`config.mk`:
```
export PLATFORM = sky130hd
export DESIGN_NAME = rvstat_front
export DESIGN_NICKNAME = d
export VERILOG_FILES = /design/src/rtl/core/running_value_error_statistics_core_assert.svh /design/src/rtl/core/rvstat_pkg.sv /design/src/rtl/core/rvstat_front.sv
export SDC_FILE = /design/constraint.sdc
export NUM_CORES = 2
export LEC_CHECK = 0
export BUFFER_PORTS_ARGS = -buffer_cell sky130_fd_sc_hd__buf_2
export CORE_MARGIN = 4
export CORE_UTILIZATION = 28
export DETAILED_ROUTE_END_ITERATION = 8
export GPL_TIMING_DRIVEN = 0
export PLACE_DENSITY = 0.54
export SYNTH_ARGS = -nofsm -noshare
export SYNTH_HDL_FRONTEND = slang
export SYNTH_SLANG_ARGS = --single-unit
```
`constraint.sdc`:
```
create_clock -name clk -period 4.3 [get_ports clk]
set_clock_uncertainty 0.05 [all_clocks]
set_input_delay 0.215 -clock clk [delete_from_list [all_inputs] [get_ports clk]]
set_output_delay 0.215 -clock clk [all_outputs]
set_load 0.02 [all_outputs]
```
`src/rtl/core/running_value_error_statistics_core_assert.svh`:
```
// assertion macros for the running statistics core
`ifndef RUNNING_VALUE_ERROR_STATISTICS_CORE_ASSERT_SVH
`define RUNNING_VALUE_ERROR_STATISTICS_CORE_ASSERT_SVH

// property that must hold in the cycle after a condition
`define RVS_ASSERT_NEXT(label, cond, prop) \
	label: assert property (@(posedge clk) disable iff (!arst_n) (cond) |=> (prop)) \
		else $error("assertion failed");

// property that must hold in the same cycle
`define RVS_ASSERT_NOW(label, cond, prop) \
	label: assert property (@(posedge clk) disable iff (!arst_n) (cond) |-> (prop)) \
		else $error("assertion failed");

`endif

```
`src/rtl/core/rvstat_pkg.sv`:
```
// ----------------------------------------------------------------------------
// rvstat_pkg
// types and constants shared by the running statistics core
// ----------------------------------------------------------------------------
package rvstat_pkg;

	localparam int SAMPLE_BITS = 16;
	localparam int COUNT_BITS  = 24;
	localparam int SQ_BITS     = 2 * SAMPLE_BITS + COUNT_BITS;
	localparam int SUM_BITS    = SAMPLE_BITS + COUNT_BITS;
	localparam int DIV_BITS    = SQ_BITS;

	localparam logic KIND_ACC    = 1'b0;
	localparam logic KIND_REPORT = 1'b1;

	typedef struct packed {
		logic                          kind;
		logic signed [SAMPLE_BITS-1:0] q_value;
		logic signed [SAMPLE_BITS-1:0] q_error;
	} in_item_t;

	typedef struct packed {
		logic [15:0]        rms_error;
		logic signed [15:0] mean_value;
		logic [15:0]        std_value;
		logic signed [15:0] min_value;
		logic signed [15:0] max_value;
		logic [23:0]        sample_count;
		logic               empty_res;
		logic               saturated;
	} out_item_t;

	// snapshot handed from front to back on a report
	typedef struct packed {
		logic [COUNT_BITS-1:0]         n;
		logic [SQ_BITS-1:0]            err_sq;
		logic [SUM_BITS-1:0]           vsum;
		logic [SQ_BITS-1:0]            val_sq;
		logic signed [SAMPLE_BITS-1:0] vmin;
		logic signed [SAMPLE_BITS-1:0] vmax;
		logic                          dropped;
	} snap_t;

endpackage

```
`src/rtl/core/rvstat_front.sv`:
```
// ----------------------------------------------------------------------------
// rvstat_front
// accumulates each sample as it is taken and snapshots them on a report
// ----------------------------------------------------------------------------
module rvstat_front (
	input  logic                 clk,
	input  logic                 arst_n,
	input  logic                 push,
	output logic                 full,
	input  rvstat_pkg::in_item_t in_item,
	output logic                 snap_valid,
	input  logic                 snap_full,
	output rvstat_pkg::snap_t    snap
);

	localparam logic [rvstat_pkg::COUNT_BITS-1:0] CMAX = '1;
	localparam logic signed [rvstat_pkg::SAMPLE_BITS-1:0] SMAX =
		{1'b0, {(rvstat_pkg::SAMPLE_BITS-1){1'b1}}};
	localparam logic signed [rvstat_pkg::SAMPLE_BITS-1:0] SMIN =
		{1'b1, {(rvstat_pkg::SAMPLE_BITS-1){1'b0}}};

	logic [rvstat_pkg::COUNT_BITS-1:0]          n_q;
	logic [rvstat_pkg::SQ_BITS-1:0]             err_sq_q;
	logic [rvstat_pkg::SUM_BITS-1:0]            vsum_q;
	logic [rvstat_pkg::SQ_BITS-1:0]             val_sq_q;
	logic signed [rvstat_pkg::SAMPLE_BITS-1:0]  min_q;
	logic signed [rvstat_pkg::SAMPLE_BITS-1:0]  max_q;
	logic                                       drop_q;
	logic [2*rvstat_pkg::SAMPLE_BITS-1:0]       e_sq;
	logic [2*rvstat_pkg::SAMPLE_BITS-1:0]       v_sq;
	logic                                       accept;

	// report waits until the queue has room
	assign full   = (in_item.kind == rvstat_pkg::KIND_REPORT) && snap_full;
	assign accept = push && !full;
	assign snap_valid = accept && (in_item.kind == rvstat_pkg::KIND_REPORT);

	assign e_sq = (2*rvstat_pkg::SAMPLE_BITS)'($signed(in_item.q_error) *
		$signed(in_item.q_error));
	assign v_sq = (2*rvstat_pkg::SAMPLE_BITS)'($signed(in_item.q_value) *
		$signed(in_item.q_value));

	always_comb begin
		snap.n       = n_q;
		snap.err_sq  = err_sq_q;
		snap.vsum    = vsum_q;
		snap.val_sq  = val_sq_q;
		snap.vmin    = min_q;
		snap.vmax    = max_q;
		snap.dropped = drop_q;
	end

	always_ff @(posedge clk or negedge arst_n) begin
		if (!arst_n) begin
			n_q      <= '0;
			err_sq_q <= '0;
			vsum_q   <= '0;
			val_sq_q <= '0;
			min_q    <= SMAX;
			max_q    <= SMIN;
			drop_q   <= 1'b0;
		end else if (accept) begin
			if (in_item.kind == rvstat_pkg::KIND_REPORT) begin
				n_q      <= '0;
				err_sq_q <= '0;
				vsum_q   <= '0;
				val_sq_q <= '0;
				min_q    <= SMAX;
				max_q    <= SMIN;
				drop_q   <= 1'b0;
			end else if (n_q == CMAX) begin
				drop_q <= 1'b1;
			end else begin
				n_q      <= n_q + 1'b1;
				err_sq_q <= err_sq_q + rvstat_pkg::SQ_BITS'(e_sq);
				val_sq_q <= val_sq_q + rvstat_pkg::SQ_BITS'(v_sq);
				vsum_q   <= vsum_q + rvstat_pkg::SUM_BITS'(in_item.q_value);
				if (in_item.q_value < min_q) min_q <= in_item.q_value;
				if (in_item.q_value > max_q) max_q <= in_item.q_value;
			end
		end
	end

endmodule

```
==> qor.tcl <==
set qor(outcome) {finished, violations left}
set qor(failed_checks) {negative setup slack}
set qor(drt_pre_antenna_iters) 5
set qor(signal_arrival_time_at_the_worst_endpoint_ps) 8050
set qor(synth-edff-count) 0
set qor(yosysSeqAreaShare_pct) 16.1
set qor(antenna_cells_inserted) 0
set qor(num_io_pins) 248
set qor(worst_path_fanout_max) 7
set qor(critPathCaptureType) {flip-flop}
set qor(number_of_drc_violations_after_detailed_routing) 0
set qor(yosysWarningCount) 0
set qor(post_dp_cell_area_mm2) 0.0367
set qor(viasPerCell) 4.76
set qor(antenna_violating_nets_post_route) 0
set qor(crit_path_start_kind) {primary input}
set qor(dr_wl_met3_mm) 7.74
set qor(fp-row-count) 124
set qor(ff2ff_path_depth) 8
set qor(met2_length_mm) 49.4
set qor(vias) 27400
set qor(floorplan.die.width_um) 349
set qor(clock_latency_ps) 590
set qor(setup_crit_start) {in_item[25]}
set qor(avgRoutedWirePerCell_um) 19.2
set qor(rsz0062_at_grt) {yes}
set qor(timing.reg2reg.setup_slack_ps) 220
set qor(dr.first_iter.drc_count) 1487
set qor(core_area_mm2) 0.115
set qor(hpwl_mm) 85.7
set qor(critical_r2r_capture) {err_sq_q[1]}
set qor(dieHeight_um) 349
set qor(cts_tree) {done}
set qor(final_hold_viol_count) 0
set qor(final.period_utilization_pct) 177
set qor(ys_types) 82
set qor(wl_met1_mm) 49.9
set qor(most_used_standard_cell_by_instance_count_after_synthesis) {inv_1}
set qor(wl_mm) 110
set qor(ys_top_cells_by_count) {inv_1, fa_1, nand2_1, ha_1, dfrtp_1}
set qor(slew_viol_final) 0
set qor(share_of_layout_cells_above_drive_strength_1_pct) 25.8
set qor(routed.top_layer) {met4}
set qor(ys_ff_latch) 209
set qor(worst_setup_hold_path_clk_slew_ps) 60
set qor(cp_common_cell) {fa_1}
set qor(worst_hold_path.num_cells) 3
set qor(synth_top_cell_by_area) {fa_1}
set qor(yosys-top-cells-area) {fa_1, dfrtp_1, ha_1}
set qor(max-slew-margin-rel_pct) 10.4
set qor(cts-buffers-inserted) 28
set qor(synthToLayoutAreaGrowth_pct) 32.1
set qor(syn_area_per_cell_um2) 8.90
set qor(number_of_max_cap_violations) 0
set qor(clk_root_buffer_cell) {clkbuf_16}
set qor(min-delay-path-class) {primary input to flip-flop}
set qor(floorplan.initialDensity_pct) 28.4
set qor(crit_family) {adder cells}
set qor(grt_usage_pct) 18.0
set qor(first_global_vias) 28700
set qor(port_buffers) 246
set qor(min_to) {err_sq_q[0]}
set qor(grt_pass1_wl_mm) 171
set qor(cpPeakStageDelay_ps) 500
set qor(clock_tree.htree_level_count) 1
set qor(fmax_ghz) 0.132
set qor(cp_data_required_time_ps) 4750
set qor(synthesis.nets) 4492
set qor(grt-ovfl-total) 0
set qor(tightest_slew_ps) 1340
set qor(grt_max_degree) 83
set qor(fin_tns_setup_ps) -243280
set qor(crit_path_top_delay_cell) {fa_1}
set qor(timing.rr.start) {n_q[0]}
set qor(number_of_antenna_violations_at_the_first_check_in_global_routing) 4
set qor(finish.net_count) 5037
set qor(synth_async_sr_flop_share_pct) 100
set qor(setup_slack_ps) -3290
set qor(final.hold.worst_slack_ps) 64.0
set qor(min-delay-start) {in_item[0]}
set qor(core_utilization_of_the_finished_layout_pct) 37.5
set qor(crit_buf_inv) 8
set qor(worstSetupPathType) {primary input to flip-flop}
set qor(synth_top_cell_area_share_pct) 29.2
set qor(final_period_minus_worst_setup_slack_ps) 7590
set qor(syn_inst) 3666
set qor(dominantRegCellSynth) {dfrtp_1}
set qor(clock_path_buffers) 3
set qor(design_area_mm2) 0.0431
set qor(netlist_area_mm2) 0.0326
set qor(tritoncts_num_sinks) 209
set qor(timing.final.setup_violations) 96
set qor(routabilityCongestion) 0.875
set qor(dieArea_mm2) 0.122
## through the flow
step / cells / setup WS (ps)
global placement: 5424 / -5300
floorplan: 3666 / -3280
detailed placement: 5426 / -5340
finish: 5745 / -3290
global route: 5745 / -3590
CTS: 5672 / -3240
## per-layer routing
layer	vias to the layer above	global-route usage (%)
met3	137	4.44
met5	-	0
met2	636	28.8
met1	13600	24.5
met4	0	4.56
li1	13000	-
## state kept, by name, indices dropped and copies added (netlist names)
signal and cells:
drop_q 1, err_sq_q 56, min_q 16, val_sq_q 56, n_q 24, max_q 16, vsum_q 40
## cells in the final DEF, fill, tap and decap left out, drive strengths merged, types with 26 or more instances in the layout
cell type    n
a21oi      156
nor2       189
nand2      351
a21o        94
and3        30
fa         476
dfrtp      193
ha         313
xnor2      106
nand3       60
nor3        42
nand4       38
and2        89
xor2        95
inv        724
o21ai      179
nand2b      38
buf        530
o31ai       27
clkbuf     139
o21a        26
## tightest hold or removal path, stage by stage
cell,delay (ps)
buf_2,160
ha_1,160
a22o_1,110
## how the worst max path moves through the flow
stage                               to  slack [ps]  depth (start not counted)
after global routing      val_sq_q[36]       -3590                         37
after global placement    val_sq_q[46]       -5300                         33
after floorplan           val_sq_q[38]       -3280                         35
final                     val_sq_q[46]       -3290                         35
after CTS                 val_sq_q[48]       -3240                         34
after detailed placement  val_sq_q[46]       -5340                         33
## cell families after synthesis
| kind of cell | after synthesis | synth area share, % |
|---|---|---|
| AOI/OAI and AO/OA | 679 | 13.7 |
| xor gates and xnor gates | 201 | 5.40 |
| adders and majority gates | 789 | 41.2 |
| buffers and inverters | 853 | 9.88 |
| DFF | 209 | 16.1 |
| muxes | 9 | 0.284 |
| and+or+nand+nor | 926 | 13.5 |
## layout make-up
type | instances | area [µm²]
fill | 11500 | 71900
multi-input combinational | 2604 | 26800
sequential | 209 | 5250
timing repair buffer | 524 | 4060
inverter | 729 | 2770
tap | 1512 | 1890
buffer | 115 | 1260
clock buffer | 40 | 837
clock inverter | 12 | 146
## what timing repair did
item	CTS	global route
gates resized for setup	498	258
pin swaps	239	198
setup endpoints to repair	131	111
gates cloned	3	0
endpoints found under the hold margin	86	0
buffers inserted	192	94
hold buffers	8	0
Power is not shown: default switching activity piles up to over one toggle a cycle in this logic, so the estimate is an artifact.
