**src/rtl/core/running_value_error_statistics_core_assert.svh**
```systemverilog
// assertion macros for the running statistics core
`ifndef RUNNING_VALUE_ERROR_STATISTICS_CORE_ASSERT_SVH
`define RUNNING_VALUE_ERROR_STATISTICS_CORE_ASSERT_SVH

// property that must hold in the cycle after a condition
`define RVS_ASSERT_NEXT(label, cond, prop) \
	label: assert property (@(posedge clk) disable iff (!arst_n) (cond) |=> (prop)) \
		else $error("assertion failed");

// property that must hold in the same cycle
`define RVS_ASSERT_NOW(label, cond, prop) \
	label: assert property (@(posedge clk) disable iff (!arst_n) (cond) |-> (prop)) \
		else $error("assertion failed");

`endif

```
**src/rtl/core/rvstat_pkg.sv**
```systemverilog
// ----------------------------------------------------------------------------
// rvstat_pkg
// types and constants shared by the running statistics core
// ----------------------------------------------------------------------------
package rvstat_pkg;

	localparam int SAMPLE_BITS = 16;
	localparam int COUNT_BITS  = 24;
	localparam int SQ_BITS     = 2 * SAMPLE_BITS + COUNT_BITS;
	localparam int SUM_BITS    = SAMPLE_BITS + COUNT_BITS;
	localparam int DIV_BITS    = SQ_BITS;

	localparam logic KIND_ACC    = 1'b0;
	localparam logic KIND_REPORT = 1'b1;

	typedef struct packed {
		logic                          kind;
		logic signed [SAMPLE_BITS-1:0] q_value;
		logic signed [SAMPLE_BITS-1:0] q_error;
	} in_item_t;

	typedef struct packed {
		logic [15:0]        rms_error;
		logic signed [15:0] mean_value;
		logic [15:0]        std_value;
		logic signed [15:0] min_value;
		logic signed [15:0] max_value;
		logic [23:0]        sample_count;
		logic               empty_res;
		logic               saturated;
	} out_item_t;

	// snapshot handed from front to back on a report
	typedef struct packed {
		logic [COUNT_BITS-1:0]         n;
		logic [SQ_BITS-1:0]            err_sq;
		logic [SUM_BITS-1:0]           vsum;
		logic [SQ_BITS-1:0]            val_sq;
		logic signed [SAMPLE_BITS-1:0] vmin;
		logic signed [SAMPLE_BITS-1:0] vmax;
		logic                          dropped;
	} snap_t;

endpackage

```
**src/rtl/core/rvstat_queue.sv**
```systemverilog
// ----------------------------------------------------------------------------
// rvstat_queue
// two-entry queue of report snapshots between front and back
// ----------------------------------------------------------------------------
module rvstat_queue (
	input  logic              clk,
	input  logic              arst_n,
	input  logic              wr,
	input  rvstat_pkg::snap_t wr_data,
	output logic              q_full,
	output logic              q_valid,
	input  logic              rd,
	output rvstat_pkg::snap_t rd_data
);

	rvstat_pkg::snap_t mem_q [2];
	logic       wp_q;
	logic       rp_q;
	logic [1:0] cnt_q;

	assign q_full  = cnt_q == 2'd2;
	assign q_valid = cnt_q != 2'd0;
	assign rd_data = mem_q[rp_q];

	always_ff @(posedge clk) begin
		if (wr) mem_q[wp_q] <= wr_data;
	end

	always_ff @(posedge clk or negedge arst_n) begin
		if (!arst_n) begin
			wp_q  <= 1'b0;
			rp_q  <= 1'b0;
			cnt_q <= '0;
		end else begin
			if (wr) wp_q <= !wp_q;
			if (rd) rp_q <= !rp_q;
			cnt_q <= cnt_q + {1'b0, wr} - {1'b0, rd};
		end
	end

endmodule

```
**config.mk**
```make
export PLATFORM = sky130hd
export DESIGN_NAME = rvstat_queue
export DESIGN_NICKNAME = d
export VERILOG_FILES = /design/src/rtl/core/running_value_error_statistics_core_assert.svh /design/src/rtl/core/rvstat_pkg.sv /design/src/rtl/core/rvstat_queue.sv
export SDC_FILE = /design/constraint.sdc
export NUM_CORES = 1
export LEC_CHECK = 0
export BUFFER_PORTS_ARGS = -buffer_cell sky130_fd_sc_hd__buf_2
export CORE_MARGIN = 3
export CORE_UTILIZATION = 47
export DETAILED_ROUTE_END_ITERATION = 8
export PLACE_DENSITY = 0.76
export SYNTH_ARGS = -nofsm -noshare
export SYNTH_HDL_FRONTEND = slang
export SYNTH_SLANG_ARGS = --single-unit
```
**constraint.sdc**
```tcl
create_clock -name clk -period 9.6 [get_ports clk]
set_input_delay 0.96 -clock clk [delete_from_list [all_inputs] [get_ports clk]]
set_output_delay 0.96 -clock clk [all_outputs]
set_load 0.02 [all_outputs]
```
==> results of run 1 <==
==> area by class of cell <==
class,instances,area [µm²]
clock buffer,57,1170
timing repair buffer,430,2170
fill,2383,12700
clock inverter,19,168
multi-input combinational,218,2450
antenna,4,10.0
tap,435,544
inverter,2,7.51
sequential,422,12700
==> per-layer routing <==
layer	GRT usage, %	part of all wire (%)
met1	19.1	36
met2	31.0	52
met3	6.14	8.6
met4	6.28	3.2
met5	0	0.10
==> power by group <==
part,switching [µW],internal [µW]
Sequential,111,2450
Combinational,1130,705
Clock,639,936
Total,1880,4090
==> synth_stat cells (all sizes together) <==
cell type,count,area (µm²)
edfxtp,418,12600
mux2,209,2350
buf,23,253
dfrtp,4,100
ha,2,25.0
inv,2,7.51
nor2b,2,12.5
xor2,2,17.5
and2,1,6.26
or2,1,6.26
xor3,1,23.8
==> registers in the layout, summed over array words and instances, names as in the netlist <==
| signal | count |
|---|---|
| mem_q | 418 |
| rp_q | 1 |
| cnt_q | 2 |
| wp_q | 1 |
==> logic make-up (layout without fill, tap and decap cells) <==
kind of cell	Yosys count	count (layout)	share of synthesized area, %
other	0	4	0
flip-flops	422	422	82.4
XOR/XNOR	3	3	0.269
buffers and inverters	25	508	1.69
multiplexers	209	209	15.3
AND/OR/NAND/NOR	4	4	0.163
adder cells (fa/ha/maj)	2	2	0.163
==> per-stage QoR <==
step	setup WS (ns)	std cells	cell area [µm²]	power, µW	hold WS [ns]
floorplan	2.76	665	15400	3970	0.473
global placement	6.07	1507	17800	4420	0.532
detailed placement	6.07	1507	17800	4450	0.551
CTS	5.60	1583	19200	6040	0.214
global route	5.46	1587	19200	6230	0.216
finish	5.61	1587	19200	5970	0.234
==> worst min-delay path by stage <==
stage | startpoint | cells past startpoint | end
after CTS | arst_n | 1 | cnt_q[0]
after global placement | wp_q | 1 | wp_q
after detailed placement | wp_q | 1 | wp_q
after global routing | arst_n | 1 | cnt_q[0]
after floorplan | wp_q | 1 | wp_q
final | arst_n | 1 | cnt_q[0]
==> cells in the final DEF, fill, tap and decap left out, drive strengths merged <==
cell,Yosys,layout
and2,1,1
mux2,209,209
inv,2,3
nor2b,2,2
buf,23,430
xor2,2,2
edfxtp,418,418
clkinv,0,15
ha,2,2
clkbuf,0,57
or2,1,1
bufinv,0,3
xor3,1,1
diode,0,4
dfrtp,4,4
==> worst reg2reg max path, cell delays in order, from the launching register on <==
cell and delay [ns]:
dfrtp_1 0.43, nor2b_4 0.43, buf_4 0.58, buf_4 0.90
==> summary.txt, run 1 <==
Route
  – Routed Antenna Nets: 0
  – Initial DRC count: 418
  – Routed wire length: 31.0 mm
  – Via count: ~8000
  – Drt drc: 0
  – Wirelength per Cell: a little under 20 µm
  – Vias per inst: about 4.9
  – Detailed Routing Iterations Pass 1: 4

Synthesis
  – Synthesized area per cell: 23.1 µm²
  – Post-Syn Nets: 880
  – Yosys cell types: 12
  – Register area share after synthesis: 82.4%
  – Flops & latches, synth: 422
  – Gate Count Post-Synth: 665
  – Ys Warns: 0
  – Synth Cell Area: ~15000 µm²

STA
  – Measured slew at the worst slew-check pin: 1.13 ns
  – Final setup fails: 0
  – Slew Viols, Final: 0
  – Max Fclk: 250 MHz
  – Min Tclk post-route: 3.99 ns
  – Final period utilization: a little over two fifths
  – Final Hold Viols: 0
  – RSZ-0062 raised after global routing: no
  – Slew headroom: 24.8%
  – Clock Skew: ~0.019 ns
  – Total negative slack: 0 ns

Critical path
  – Max Fanout on Critical Path: 84
  – Setup CP Type: register to output pin
  – Worst flop-to-flop path endpoint: mem_q[0][130]
  – Crit path depth: 3
  – WP data required: 8.64 ns
  – Slowest stage delay, CP: 0.92 ns
  – Worst-case reg-to-reg path depth: 3
  – R2R Path Start: wp_q
  – CP startpoint: rp_q
  – Crit-path cells: buf_4 > mux2_2 > buf_2
  – CP bufs+invs: 2
  – Worst Path Arrival: 3.03 ns
  – Largest delay share family, worst path: buffers and inverters
  – Critical-path top delay cell: buf_4
  – Startpoint type of the worst setup path: register
  – Worst reg-to-reg setup slack: 6.78 ns
  – Crit. End Element: output pin
  – CP Capture Point: rd_data[3]

Die
  – DIE AREA: ~35000 µm²
  – Die width: 187 µm
  – Core area: 31900 µm²
  – IO Count: 424
  – Site Rows: between 60 and 70
  – Chip height: 187 µm
  – Initial Util: between 40% and 50%

Global route
  – Vias in the first global route: 8513
  – Largest net degree at the start of global routing: 85
  – Initial antenna violation count: 7
  – Global-route wire length before repair: 47.5 mm
  – GR Util All Layers: 17.3%
  – Global route overflow: 0

Hold path
  – Worst min path class: input port to async pin

Placed design
  – GP Congestion: between 0.7 and 0.8
  – Post-DP HPWL: 20.5 mm
  – Input/output buffers: 423

Clock network
  – Root Driver: clkbuf_16
  – CTS Buffer Depth: 3
  – Clock Latency Late Sink: 0.52 ns
  – CTS H-tree lvls: 2
  – TritonCTS Buffers: 43
  – CTS tree: done
  – Cts hold-fix bufs: 0
  – Clock transition at path regs: around 0.06 ns
  – Post-CTS sizing: 0
  – Setup Fix Bufs, Post-CTS: 0
  – CTS Sinks: 422

Power
  – Peak VDD IR: 0.209 mV
  – PwrDens: 311 nW/µm²
  – Leakage: a little over 0.007 µW

Run
  – Max-Cap Viols: 0

Final layout
  – Fin nets: ~1300
  – Fin util: 60.2%
  – Layout area overhead: 24.9%
  – Layout cell share with drive strength beyond 1: 60.9%

Run status
  – Status: finished, final reports clean
Note: power is estimated with default switching activity, not from simulation.
==> run 2: changes to the inputs <==
clock period = 3.6 ns   (was 9.6 ns; I/O delays follow)
==> run 2 against run 1 <==
Clock power rose to 2.7 times the previous value. Critical path depth did not move. First-iteration DRC count fell by 4.3%. Cell count rose by 2.2%. Power rose to 2.7 times the previous value. Global-route usage rose by 0.52 points.
==> summary.txt, run 2 (synthesis results as in run 1) <==
Critical path
  – Critical-path top delay cell: dfrtp_4
  – Worst Path Arrival: 2.11 ns (-0.92 ns)
  – Crit path depth: 3 (unchanged)
  – Setup CP Type: register to output pin
  – Worst-case reg-to-reg path depth: 2 (-1)
  – WP data required: 3.24 ns (-5.40 ns)
  – Crit. End Element: output pin
  – Crit-path cells: buf_12 > mux2_2 > buf_2
  – Worst reg-to-reg setup slack: 1.56 ns (-5.22 ns)
  – Startpoint type of the worst setup path: register
  – CP bufs+invs: 2 (unchanged)
  – Worst flop-to-flop path endpoint: mem_q[0][44]
  – Largest delay share family, worst path: buffers and inverters
  – R2R Path Start: wp_q
  – Max Fanout on Critical Path: 106 (+26%)
  – Slowest stage delay, CP: 0.44 ns (-0.48 ns)

STA
  – Max Fclk: 405 MHz
  – Setup ws final: 1.13 ns (-4.48 ns)
  – Final setup fails: 0 (unchanged)
  – Min Tclk post-route: 2.47 ns
  – Clock Skew: 0.0158 ns (-0.00325 ns)
  – Total negative slack: 0 ns (unchanged)
  – Final Hold Viols: 0 (unchanged)
  – Final period utilization: 68.6%
  – Slew headroom: 26.7% (+1.9 points)
  – RSZ-0062 raised after global routing: no
  – Measured slew at the worst slew-check pin: 1.10 ns (-0.0307 ns)
  – Slew Viols, Final: 0 (unchanged)

Power
  – Peak VDD IR: 0.573 mV (+170%)
  – P_int: 11000 µW (+170%)
  – PwrDens: 820 nW/µm² (+160%)
  – Leakage: 0.00739 µW (+2.5%)
  – Sw frac: 31.5% (+0.055 points)
  – Sw power: 5060 µW (+170%)
  – Comb power frac: 32.1% (+1.4 points)
  – Power share of the sequential group: 41.8% (-1.1 points)
  – Clock network power share: 26.0% (-0.4 points)

Clock network
  – Clock Latency Late Sink: 0.52 ns (about the same)
  – Setup Fix Bufs, Post-CTS: 0 (unchanged)
  – CTS Buffer Depth: 3 (unchanged)
  – CTS tree: done
  – Root Driver: clkbuf_16
  – CTS Sinks: 422 (unchanged)
  – Post-CTS sizing: 0 (unchanged)
  – TritonCTS Buffers: 43 (unchanged)
  – CTS H-tree lvls: 2 (unchanged)
  – Clock transition at path regs: 0.06 ns (about the same)

Hold path
  – WHS Path Cells: 1
  – Worst min path class: input port to register
  – Min-delay src: wr_data[131]
  – Hold Path Sink: mem_q[1][131]

Run
  – Max-Cap Viols: 0 (unchanged)

Final layout
  – Layout area overhead: 27.5%
  – Fin nets: 1365 (+2.5%)
  – Layout cell share with drive strength beyond 1: 60.2% (-0.72 points)
  – Max reg flops: 418 (unchanged)
  – Regs by FF count: mem_q: 418 flops, cnt_q: 2 flops
  – Commonest non-fill, non-tap cells in the layout: buf_2 (423), edfxtp_1 (418), mux2_2 (209), clkbuf_16 (45), dlygate4sd3_1 (24)
  – FILL cells: 2348 (-1.5%)
  – Commonest non-fill, non-tap cell in the layout: buf_2
  – Biggest register: mem_q
  – Fin util: 61.4% (+1.2 points)

Placed design
  – Input/output buffers: 423 (unchanged)
  – GP Congestion: 0.790 (+4.4%)
  – Post-DP HPWL: 21.7 mm (+5.7%)
  – Pre-CTS WS: 1.41 ns (-4.66 ns)

Route
  – Detailed Routing Iterations Pass 1: 6 (+2)
  – Routed Antenna Nets: 0 (unchanged)
  – Vias per inst: 4.93 (-0.39%)
  – Metal3 WL: 2.58 mm (-4.0%)
  – Max Used Layer: met5
  – Via count: 7993 (+1.8%)
  – Met1 wire length: 11.7 mm (+3.9%)
  – Met2 WL: 16.9 mm (+4.9%)
  – Wirelength per Cell: 19.8 µm (+1.5%)
  – Initial DRC count: 400 (-4.3%)
  – Routed wire length: 32.2 mm (+3.8%)
  – Drt drc: 0 (unchanged)

Die
  – Core area: 31900 µm² (unchanged)
  – IO Count: 424 (unchanged)
  – Chip height: 187 µm (unchanged)
  – Initial Util: 48.2% (unchanged)
  – Site Rows: 65 (unchanged)
  – DIE AREA: 34900 µm² (unchanged)
  – Die width: 187 µm (unchanged)

Run status
  – Status: finished, final reports clean

Global route
  – Initial antenna violation count: 7 (unchanged)
  – Global route overflow: 0 (unchanged)
  – GR Util All Layers: 17.8% (+0.52 points)
  – Largest net degree at the start of global routing: 107 (+26%)
  – Global-route wire length before repair: 48.8 mm (+2.8%)
  – Vias in the first global route: 8723 (+2.5%)
[run 2: changes by cell type in the layout (fill, tap and decap cells not counted), sizes merged]
cell,before,now
diode,4,7
clkbuf,57,53
buf,430,439
dlygate4sd3,0,24
clkinv,15,18
[run 2: final cells by class]
class | instances | area (µm²) | share of cell area (%)
Multi-Input combinational cell | 218 | 2450 | 12.5
Clock inverter | 22 | 178 | 0.907
Sequential cell | 422 | 12700 | 64.6
Antenna cell | 7 | 17.5 | 0.0895
Inverter | 2 | 7.51 | 0.0383
Clock buffer | 53 | 1160 | 5.90
Timing Repair Buffer | 463 | 2560 | 13.1
Tap cell | 435 | 544 | 2.78
[run 2: how the worst max path moves through the flow]
stage | from | end | slack, ns
finish | rp_q | rd_data[178] | 1.13
global route | rp_q | rd_data[154] | 1.07
CTS | rp_q | rd_data[112] | 1.12
detailed placement | wr | mem_q[0][8] | 1.41
global placement | wr | mem_q[0][20] | 1.46
floorplan | wp_q | mem_q[0][0] | -0.35
[run 2: worst reg2reg max path: stages, from the launching register on]
cell,delay (ns)
dfrtp_1,0.43
nor2b_4,0.87
buf_4,0.42
[run 2: metrics by stage]
stage	hold WS [ns]	area [µm²]	power (µW)	std cells
final	0.0290	19600	16100	1622
after global routing	0.000200	19600	16700	1621
after CTS	0.000105	19600	16200	1615
after global placement	0.172	18000	11900	1516
after floorplan	0.0644	15400	10500	665
after detailed placement	0.173	18000	12000	1516
[run 2: layer usage]
| layer | vias up | track usage [%] |
|---|---|---|
| met3 | 77 | 5.41 |
| met1 | 3917 | 20.1 |
| met5 | - | 0 |
| li1 | 3643 | - |
| met4 | 2 | 6.34 |
| met2 | 354 | 32.1 |
[run 2: timing repair]
action | 4_1_cts | 5_1_grt
hold endpoints to repair | 48 | 0
hold buffers | 24 | 0
endpoints found under the setup margin | 0 | 0
[run 2: power by group through the flow]
| stage | Clock [µW] | Combinational, µW | Sequential (µW) |
|---|---|---|---|
| global placement | 0 | 5140 | 6760 |
| floorplan | 0 | 3650 | 6840 |
| global route | 4470 | 5480 | 6800 |
| detailed placement | 0 | 5180 | 6820 |
| finish | 4180 | 5160 | 6720 |
| CTS | 4300 | 5230 | 6720 |
