[src/rtl/core/running_value_error_statistics_core_assert.svh]
// assertion macros for the running statistics core
`ifndef RUNNING_VALUE_ERROR_STATISTICS_CORE_ASSERT_SVH
`define RUNNING_VALUE_ERROR_STATISTICS_CORE_ASSERT_SVH

// property that must hold in the cycle after a condition
`define RVS_ASSERT_NEXT(label, cond, prop) \
	label: assert property (@(posedge clk) disable iff (!arst_n) (cond) |=> (prop)) \
		else $error("assertion failed");

// property that must hold in the same cycle
`define RVS_ASSERT_NOW(label, cond, prop) \
	label: assert property (@(posedge clk) disable iff (!arst_n) (cond) |-> (prop)) \
		else $error("assertion failed");

`endif

[src/rtl/core/rvstat_pkg.sv]
// ----------------------------------------------------------------------------
// rvstat_pkg
// types and constants shared by the running statistics core
// ----------------------------------------------------------------------------
package rvstat_pkg;

	localparam int SAMPLE_BITS = 16;
	localparam int COUNT_BITS  = 24;
	localparam int SQ_BITS     = 2 * SAMPLE_BITS + COUNT_BITS;
	localparam int SUM_BITS    = SAMPLE_BITS + COUNT_BITS;
	localparam int DIV_BITS    = SQ_BITS;

	localparam logic KIND_ACC    = 1'b0;
	localparam logic KIND_REPORT = 1'b1;

	typedef struct packed {
		logic                          kind;
		logic signed [SAMPLE_BITS-1:0] q_value;
		logic signed [SAMPLE_BITS-1:0] q_error;
	} in_item_t;

	typedef struct packed {
		logic [15:0]        rms_error;
		logic signed [15:0] mean_value;
		logic [15:0]        std_value;
		logic signed [15:0] min_value;
		logic signed [15:0] max_value;
		logic [23:0]        sample_count;
		logic               empty_res;
		logic               saturated;
	} out_item_t;

	// snapshot handed from front to back on a report
	typedef struct packed {
		logic [COUNT_BITS-1:0]         n;
		logic [SQ_BITS-1:0]            err_sq;
		logic [SUM_BITS-1:0]           vsum;
		logic [SQ_BITS-1:0]            val_sq;
		logic signed [SAMPLE_BITS-1:0] vmin;
		logic signed [SAMPLE_BITS-1:0] vmax;
		logic                          dropped;
	} snap_t;

endpackage

[src/rtl/core/rvstat_back.sv]
// ----------------------------------------------------------------------------
// rvstat_back
// sequential divider and square root unit that builds one report
// ----------------------------------------------------------------------------
module rvstat_back (
	input  logic                  clk,
	input  logic                  arst_n,
	input  logic                  q_valid,
	input  rvstat_pkg::snap_t     snap,
	output logic                  q_rd,
	output logic                  res_valid,
	input  logic                  res_pop,
	output rvstat_pkg::out_item_t res
);

	localparam int DW = rvstat_pkg::DIV_BITS;
	localparam int RW = DW / 2;

	localparam logic [3:0] ST_IDLE  = 4'd0;
	localparam logic [3:0] ST_DIVE  = 4'd1;
	localparam logic [3:0] ST_SQRTE = 4'd2;
	localparam logic [3:0] ST_DIVM  = 4'd3;
	localparam logic [3:0] ST_MSQ   = 4'd4;
	localparam logic [3:0] ST_DIVS  = 4'd5;
	localparam logic [3:0] ST_SQRTS = 4'd6;
	localparam logic [3:0] ST_DONE  = 4'd7;

	logic [3:0]    state_q;
	logic [6:0]    step_q;
	rvstat_pkg::snap_t s_q;
	// shared long-division registers
	logic [DW-1:0] quo_q;
	logic [DW-1:0] rem_q;
	// shared square root registers
	logic [DW+1:0] srem_q;
	logic [RW-1:0] root_q;
	logic [DW-1:0] rad_q;
	logic [15:0]   rms_q;
	logic [15:0]   mq_q;
	logic          mneg_q;
	logic [DW-1:0] msq_q;
	logic [DW-1:0] varq_q;
	logic          out_v_q;
	rvstat_pkg::out_item_t out_q;

	logic [DW:0]   rem_sh;
	logic [DW:0]   rem_try;
	logic [DW+1:0] srem_sh;
	logic [DW+1:0] s_try;
	logic [rvstat_pkg::SUM_BITS-1:0] vmag;
	logic          busy_start;

	assign vmag = s_q.vsum[rvstat_pkg::SUM_BITS-1] ? -s_q.vsum : s_q.vsum;
	assign rem_sh  = {rem_q, quo_q[DW-1]};
	assign rem_try = rem_sh - {{(DW+1-rvstat_pkg::COUNT_BITS){1'b0}}, s_q.n};
	assign srem_sh = {srem_q[DW-1:0], rad_q[DW-1:DW-2]};
	assign s_try   = srem_sh - {{2{1'b0}}, root_q, 2'b01};

	assign busy_start = (state_q == ST_IDLE) && q_valid;
	assign q_rd       = busy_start;
	assign res_valid  = out_v_q;
	assign res        = out_q;

	always_ff @(posedge clk) begin
		if (busy_start) s_q <= snap;
	end

	always_ff @(posedge clk or negedge arst_n) begin
		if (!arst_n) begin
			state_q <= ST_IDLE;
			step_q  <= '0;
			out_v_q <= 1'b0;
			quo_q   <= '0;
			rem_q   <= '0;
			srem_q  <= '0;
			root_q  <= '0;
			rad_q   <= '0;
			rms_q   <= '0;
			mq_q    <= '0;
			mneg_q  <= 1'b0;
			msq_q   <= '0;
			varq_q  <= '0;
			out_q   <= '0;
		end else begin
			if (out_v_q && res_pop) out_v_q <= 1'b0;
			unique case (state_q)
				ST_IDLE: begin
					if (busy_start) begin
						state_q <= ST_DIVE;
						step_q  <= '0;
						rem_q   <= '0;
						quo_q   <= snap.err_sq;
					end
				end
				ST_DIVE, ST_DIVM, ST_DIVS: begin
					if (s_q.n == '0) begin
						state_q <= ST_DONE;
					end else begin
						if (!rem_try[DW]) begin
							rem_q <= rem_try[DW-1:0];
							quo_q <= {quo_q[DW-2:0], 1'b1};
						end else begin
							rem_q <= rem_sh[DW-1:0];
							quo_q <= {quo_q[DW-2:0], 1'b0};
						end
						step_q <= step_q + 1'b1;
						if (step_q == 7'(DW-1)) begin
							step_q <= '0;
							if (state_q == ST_DIVE) begin
								state_q <= ST_SQRTE;
								rad_q   <= {quo_q[DW-2:0], !rem_try[DW]};
								srem_q  <= '0;
								root_q  <= '0;
							end else if (state_q == ST_DIVM) begin
								state_q <= ST_MSQ;
								mq_q    <= 16'({quo_q[DW-2:0], !rem_try[DW]});
								msq_q   <= DW'({quo_q[DW-2:0], !rem_try[DW]});
								mneg_q  <= s_q.vsum[rvstat_pkg::SUM_BITS-1];
							end else begin
								state_q <= ST_SQRTS;
								rad_q   <= ({quo_q[DW-2:0], !rem_try[DW]} > msq_q) ?
									{quo_q[DW-2:0], !rem_try[DW]} - msq_q : '0;
								srem_q  <= '0;
								root_q  <= '0;
							end
						end
					end
				end
				ST_MSQ: begin
					// quotient is below 2^40, square in one multiply of the mean
					msq_q   <= DW'(msq_q[27:0] * msq_q[27:0]);
					state_q <= ST_DIVS;
					rem_q   <= '0;
					quo_q   <= s_q.val_sq;
				end
				ST_SQRTE, ST_SQRTS: begin
					rad_q <= {rad_q[DW-3:0], 2'b00};
					if (!s_try[DW+1]) begin
						srem_q <= s_try;
						root_q <= {root_q[RW-2:0], 1'b1};
					end else begin
						srem_q <= srem_sh;
						root_q <= {root_q[RW-2:0], 1'b0};
					end
					step_q <= step_q + 1'b1;
					if (step_q == 7'(RW-1)) begin
						step_q <= '0;
						if (state_q == ST_SQRTE) begin
							rms_q   <= 16'({root_q[RW-2:0], !s_try[DW+1]});
							state_q <= ST_DIVM;
							rem_q   <= '0;
							quo_q   <= DW'(vmag);
						end else begin
							varq_q  <= DW'({root_q[RW-2:0], !s_try[DW+1]});
							state_q <= ST_DONE;
						end
					end
				end
				ST_DONE: begin
					if (!out_v_q) begin
						out_v_q <= 1'b1;
						out_q.sample_count <= 24'(s_q.n);
						out_q.empty_res    <= s_q.n == '0;
						out_q.saturated    <= s_q.dropped;
						if (s_q.n == '0) begin
							out_q.rms_error  <= '0;
							out_q.mean_value <= '0;
							out_q.std_value  <= '0;
							out_q.min_value  <= '0;
							out_q.max_value  <= '0;
						end else begin
							out_q.rms_error  <= rms_q;
							out_q.mean_value <= mneg_q ? -mq_q : mq_q;
							out_q.std_value  <= varq_q[15:0];
							out_q.min_value  <= 16'(s_q.vmin);
							out_q.max_value  <= 16'(s_q.vmax);
						end
						state_q <= ST_IDLE;
					end
				end
				default: state_q <= ST_IDLE;
			endcase
		end
	end

endmodule

[config.mk]
export PLATFORM = sky130hd
export DESIGN_NAME = rvstat_back
export DESIGN_NICKNAME = d
export VERILOG_FILES = /design/src/rtl/core/running_value_error_statistics_core_assert.svh /design/src/rtl/core/rvstat_pkg.sv /design/src/rtl/core/rvstat_back.sv
export SDC_FILE = /design/constraint.sdc
export NUM_CORES = 2
export LEC_CHECK = 0
export ABC_CLOCK_PERIOD_IN_PS = 7230
export BUFFER_PORTS_ARGS = -buffer_cell sky130_fd_sc_hd__buf_2
export CAP_MARGIN = 20
export CELL_PAD_IN_SITES_DETAIL_PLACEMENT = 0
export CELL_PAD_IN_SITES_GLOBAL_PLACEMENT = 1
export CORE_MARGIN = 10
export CORE_UTILIZATION = 44
export DETAILED_ROUTE_END_ITERATION = 16
export GPL_TIMING_DRIVEN = 0
export HOLD_SLACK_MARGIN = 0.08
export PLACE_DENSITY = 0.89
export SLEW_MARGIN = 20
export SYNTH_ARGS = -nofsm -noshare
export SYNTH_HDL_FRONTEND = slang
export SYNTH_SLANG_ARGS = --single-unit
[constraint.sdc]
create_clock -name clk -period 7.23 [get_ports clk]
set_input_delay 1.446 -clock clk [delete_from_list [all_inputs] [get_ports clk]]
set_output_delay 1.446 -clock clk [all_outputs]
set_load 0.02 [all_outputs]
==> impl_results.md <==
- Worst reg2reg path endpoint: msq_q[47]
- Sink count of the clock tree: 627
- Footprint of the multi-input gates: 36730 um2
- Mapped cell area: 57110 um2
- Detailed placement HPWL: 153.6 mm
- Average wire length per cell after detail routing: 22.80 um
- Max capacitance violation total: 0
- Total power divided by cell area: 319.7 nW/um2
- Largest cells by area after synthesis: sky130_fd_sc_hd__fa_1 21%, sky130_fd_sc_hd__dfrtp_1 21%, sky130_fd_sc_hd__edfxtp_1 8.0%
- Count of routing violations after the opening detailed-route iteration: 4752
- Multiplexer share of the synthesized area: 0.01632
- Drt first pass iters: 6
- Clk root buf: sky130_fd_sc_hd__clkbuf_16
- Syn_nets: 7570
- Peak supply drop: 373.6 uV
- Switching power share of the total: 0.4729
- Hold-fix buffers at CTS: 0
- Global placer's final weighted congestion: 0.9706
- Ratio of cells with drive above 1 in the final layout: 0.1453
- Reg area: 16510 um2
- Post-detailed-routing wire length: 200.0 mm
- DIE HEIGHT: 380.3 um
- Worst Setup End Kind: flip-flop
- Total negative slack: -1.254 ns
- Portion of synthesized cell area occupied by the leading cell type: 0.2135
- Final-stage net count: 8104
- Horizontal die dimension: 380.3 um
- Count of final max-slew check failures: 0
- Failing checks: negative setup slack
- Internal Pwr Total: 11.30 mW
- Clock power share: 0.179
- Part of the total power dissipated in sequential elements: 0.267
- Vias in the first global route: 50332
- Fill cell instance count of the final layout: 11811
- Compound-cell area share of the yosys netlist: 0.1376
- Slowest cell on crit path: sky130_fd_sc_hd__fa_2
- Slew @ Worst Pin: 1.191 ns
- Arrival time of data at the critical path endpoint: 8.00 ns
- Synthesized area divided by synthesized cell count: 8.897 um2
- Number of vias in the routed layout: 49991
- Sw power: 10.14 mW
- Achievable clock frequency: 134.0 MHz
- Overall die area: 144600 um2
- Level count of the clock H-tree: 3
- Clock slew at reported path FFs: 0.06 ns
- Hold worst-path end: res[0]
- Post-synthesis cell type with the largest combined area: sky130_fd_sc_hd__fa_1
- Smallest setup slack after layout: -0.2309 ns
- Setup repair after global routing missed its margin: yes
- Remaining antenna violation count after routing: 0
- Final core utilization: 0.5192
- Buffering stage count on the worst path with inverters included: 10
- Starting Density: 0.4422
- Count of warnings emitted by yosys: 0
- Number of standard cells after synthesis: 6419
- Post-synthesis sequential element count: 627
- Synthesis-to-finish area growth: 17.40%
- Global-route usage over all layers: 0.2668
- Max-slew headroom: 0.2061
- Number of buffers created by CTS: 73
- Final setup violating endpoints: 15
- Data required, critical path: 7.77 ns
- CP most frequent cell: sky130_fd_sc_hd__inv_2
- Sequential-to-total area share from yosys stat: 0.2881
- Ratio of routed vias to standard cells: 5.698
- Critical path start-end classification: reg2reg
- Most used flip-flop cell after synthesis: sky130_fd_sc_hd__dfrtp_1
- CTS tree: built
- Reg-to-reg critical path startpoint: msq_q[9]
- Endpoints failing hold: 0
- Setup slack of the most critical reg-to-reg path: -0.23 ns
- Post-synth cell types: 87
- Min-delay src: s_q[0]
- XOR/XNOR share of the synthesized area: 0.03941
- Deepest clock path buffer count: 3
- Outcome: finished with violations
- Part of the cycle the worst path needs: 1.032
- Fraction of the mapped netlist area in adder cells: 0.2855
- Skew-Pair Late Insertion Delay: 0.64 ns
- Pin count of the biggest net entering global routing: 96
- Peak fanout along the critical path: 8
- P_leak: 31.94 nW
- Std-Cell Core Area: 129200 um2
- Clock period minus worst slack: 7.461 ns
- Wire length of the first global-routing pass: 301.1 mm
- Leftover overflow at the end of global routing: 0
- Number of cells on the worst hold path: 2
- Number of top-level pins: 321
- Basic-gate share of the synthesized area counting and, or, nand and nor cells: 0.1420
- Worst clock skew on the final layout: 0.02917 ns
- Number of buffer cells added on primary ports: 320
- Class of the most critical hold timing path: reg2reg
- Share of power burned in combinational logic: 0.555
- Largest stage delay on the critical path: 0.55 ns
- DRC violations left: 0
- Nature of the critical path startpoint: flip-flop
- Num rows: 132
- Number of synthesized flops with an enable pin: 153
- Number of antenna violations at the first check in global routing: 22
- Async set-or-reset flop fraction in the synthesized netlist: 0.7560
- Cell family contributing the most delay on the critical path: adder cells
- Worst-case reg-to-reg path depth: 29
- Main combinational cell family by area after synthesis: adder cells
-- synth_stat cells (10+ instances only) --
cell type,instances
sky130_fd_sc_hd__a211oi_1,24
sky130_fd_sc_hd__a21o_1,83
sky130_fd_sc_hd__a21oi_1,283
sky130_fd_sc_hd__a221oi_1,58
sky130_fd_sc_hd__a22o_1,14
sky130_fd_sc_hd__a22oi_1,10
sky130_fd_sc_hd__a31oi_1,65
sky130_fd_sc_hd__a41oi_1,10
sky130_fd_sc_hd__and2_1,27
sky130_fd_sc_hd__and3_1,28
sky130_fd_sc_hd__buf_1,26
sky130_fd_sc_hd__clkbuf_1,292
sky130_fd_sc_hd__dfrtp_1,474
sky130_fd_sc_hd__edfxtp_1,153
sky130_fd_sc_hd__fa_1,609
sky130_fd_sc_hd__ha_1,329
sky130_fd_sc_hd__inv_1,1044
sky130_fd_sc_hd__mux2_2,49
sky130_fd_sc_hd__mux2i_1,38
sky130_fd_sc_hd__nand2_1,879
sky130_fd_sc_hd__nand2b_1,24
sky130_fd_sc_hd__nand3_1,117
sky130_fd_sc_hd__nand3b_1,10
sky130_fd_sc_hd__nand4_1,46
sky130_fd_sc_hd__nor2_1,469
sky130_fd_sc_hd__nor2b_1,27
sky130_fd_sc_hd__nor3_1,97
sky130_fd_sc_hd__nor4_1,35
sky130_fd_sc_hd__o211ai_1,19
sky130_fd_sc_hd__o21a_1,26
sky130_fd_sc_hd__o21ai_0,331
sky130_fd_sc_hd__o21ai_1,122
sky130_fd_sc_hd__o21bai_1,30
sky130_fd_sc_hd__o22ai_1,46
sky130_fd_sc_hd__o31ai_1,64
sky130_fd_sc_hd__o41ai_1,14
sky130_fd_sc_hd__or2_2,11
sky130_fd_sc_hd__or3_1,42
sky130_fd_sc_hd__or4_1,17
sky130_fd_sc_hd__xnor2_1,143
sky130_fd_sc_hd__xor2_1,114
-- placed cells by master, fill, tap and decap left out, types with 114 or more instances in the layout --
| master | count |
|---|---|
| sky130_fd_sc_hd__o21ai_1 | 127 |
| sky130_fd_sc_hd__a21oi_1 | 270 |
| sky130_fd_sc_hd__nor2_1 | 418 |
| sky130_fd_sc_hd__nand3_1 | 114 |
| sky130_fd_sc_hd__ha_1 | 304 |
| sky130_fd_sc_hd__xnor2_1 | 138 |
| sky130_fd_sc_hd__inv_1 | 1005 |
| sky130_fd_sc_hd__buf_4 | 141 |
| sky130_fd_sc_hd__buf_2 | 326 |
| sky130_fd_sc_hd__nand2_1 | 862 |
| sky130_fd_sc_hd__fa_1 | 582 |
| sky130_fd_sc_hd__clkbuf_1 | 243 |
| sky130_fd_sc_hd__o21ai_0 | 316 |
| sky130_fd_sc_hd__dfrtp_1 | 452 |
| sky130_fd_sc_hd__edfxtp_1 | 153 |
-- kinds of logic after synthesis --
kind of cell	count (synthesis)
simple gates	1856
xor+xnor	257
buf+inv	1381
mux	87
compound gates	1273
flops	627
fa+ha+maj	938
-- worst max path at each step --
stage                         start         end  slack, ns  cells past startpoint
after floorplan            msq_q[4]   msq_q[51]      0.004                     25
after CTS                  msq_q[9]   msq_q[47]      -0.17                     29
after detailed placement   msq_q[9]   msq_q[55]      -2.76                     27
final                      msq_q[9]   msq_q[47]      -0.23                     29
after global placement       arst_n  srem_q[23]      -5.22                      1
after global routing      msq_q[16]   msq_q[47]      -0.34                     27
-- worst min-delay path, cell delays in order (launching register included) --
cell and delay, ns:
sky130_fd_sc_hd__edfxtp_1 0.32, sky130_fd_sc_hd__nand2_1 0.05, sky130_fd_sc_hd__nand2_1 0.05
-- stage by stage --
step / cell area (um2) / hold WS [ns] / setup WS (ns) / std cells / power, mW
global route: 67040 / 0.4577 / -0.3356 / 8768 / 22.79
detailed placement: 61160 / 0.4431 / -2.763 / 8490 / 16.46
floorplan: 57130 / 0.4146 / 0.004140 / 6419 / 12.92
CTS: 66250 / 0.4490 / -0.1733 / 8723 / 21.00
finish: 67050 / 0.4476 / -0.2309 / 8774 / 21.44
global placement: 60910 / 0.4202 / -5.219 / 8481 / 16.33
-- state kept, by name, summed over array words and instances, names as in the netlist, 16 cells and up --
name    count
rms_q      16
s_q       153
res       106
srem_q     56
rem_q      56
varq_q     16
quo_q      56
rad_q      56
root_q     28
mq_q       16
msq_q      56
-- routing by layer --
metal  routed length, um  up-vias  track usage
met4               11350        8       0.1245
met2               90390     2471       0.4210
met1               79480    24801       0.3501
li1                    -    22141            -
met5                  48        -            0
met3               18780      570      0.05595
-- final cells by class --
class / count / area share
Clock buffer: 107 / 0.03124
Multi-Input combinational cell: 4411 / 0.5478
Sequential cell: 627 / 0.2462
Inverter: 1056 / 0.06081
Buffer: 303 / 0.02864
Tap cell: 1742 / 0.03251
Clock inverter: 28 / 0.005822
Antenna cell: 19 / 0.0007091
Timing Repair Buffer: 481 / 0.04630
-- power groups by stage --
stage / registers, mW / logic, mW / clock network, mW
floorplan: 5.17 / 7.75 / 0
global placement: 5.66 / 10.7 / 0
detailed placement: 5.66 / 10.8 / 0
CTS: 5.63 / 11.5 / 3.86
global route: 5.76 / 13.0 / 4.00
finish: 5.71 / 11.9 / 3.83
-- timing repair --
action	CTS	global route
gates resized for setup	458	143
setup endpoints to repair	98	61
cloned	1	0
pin swaps	102	70
setup buffers	119	32
No activity file was read; power rests on OpenSTA's default activity.
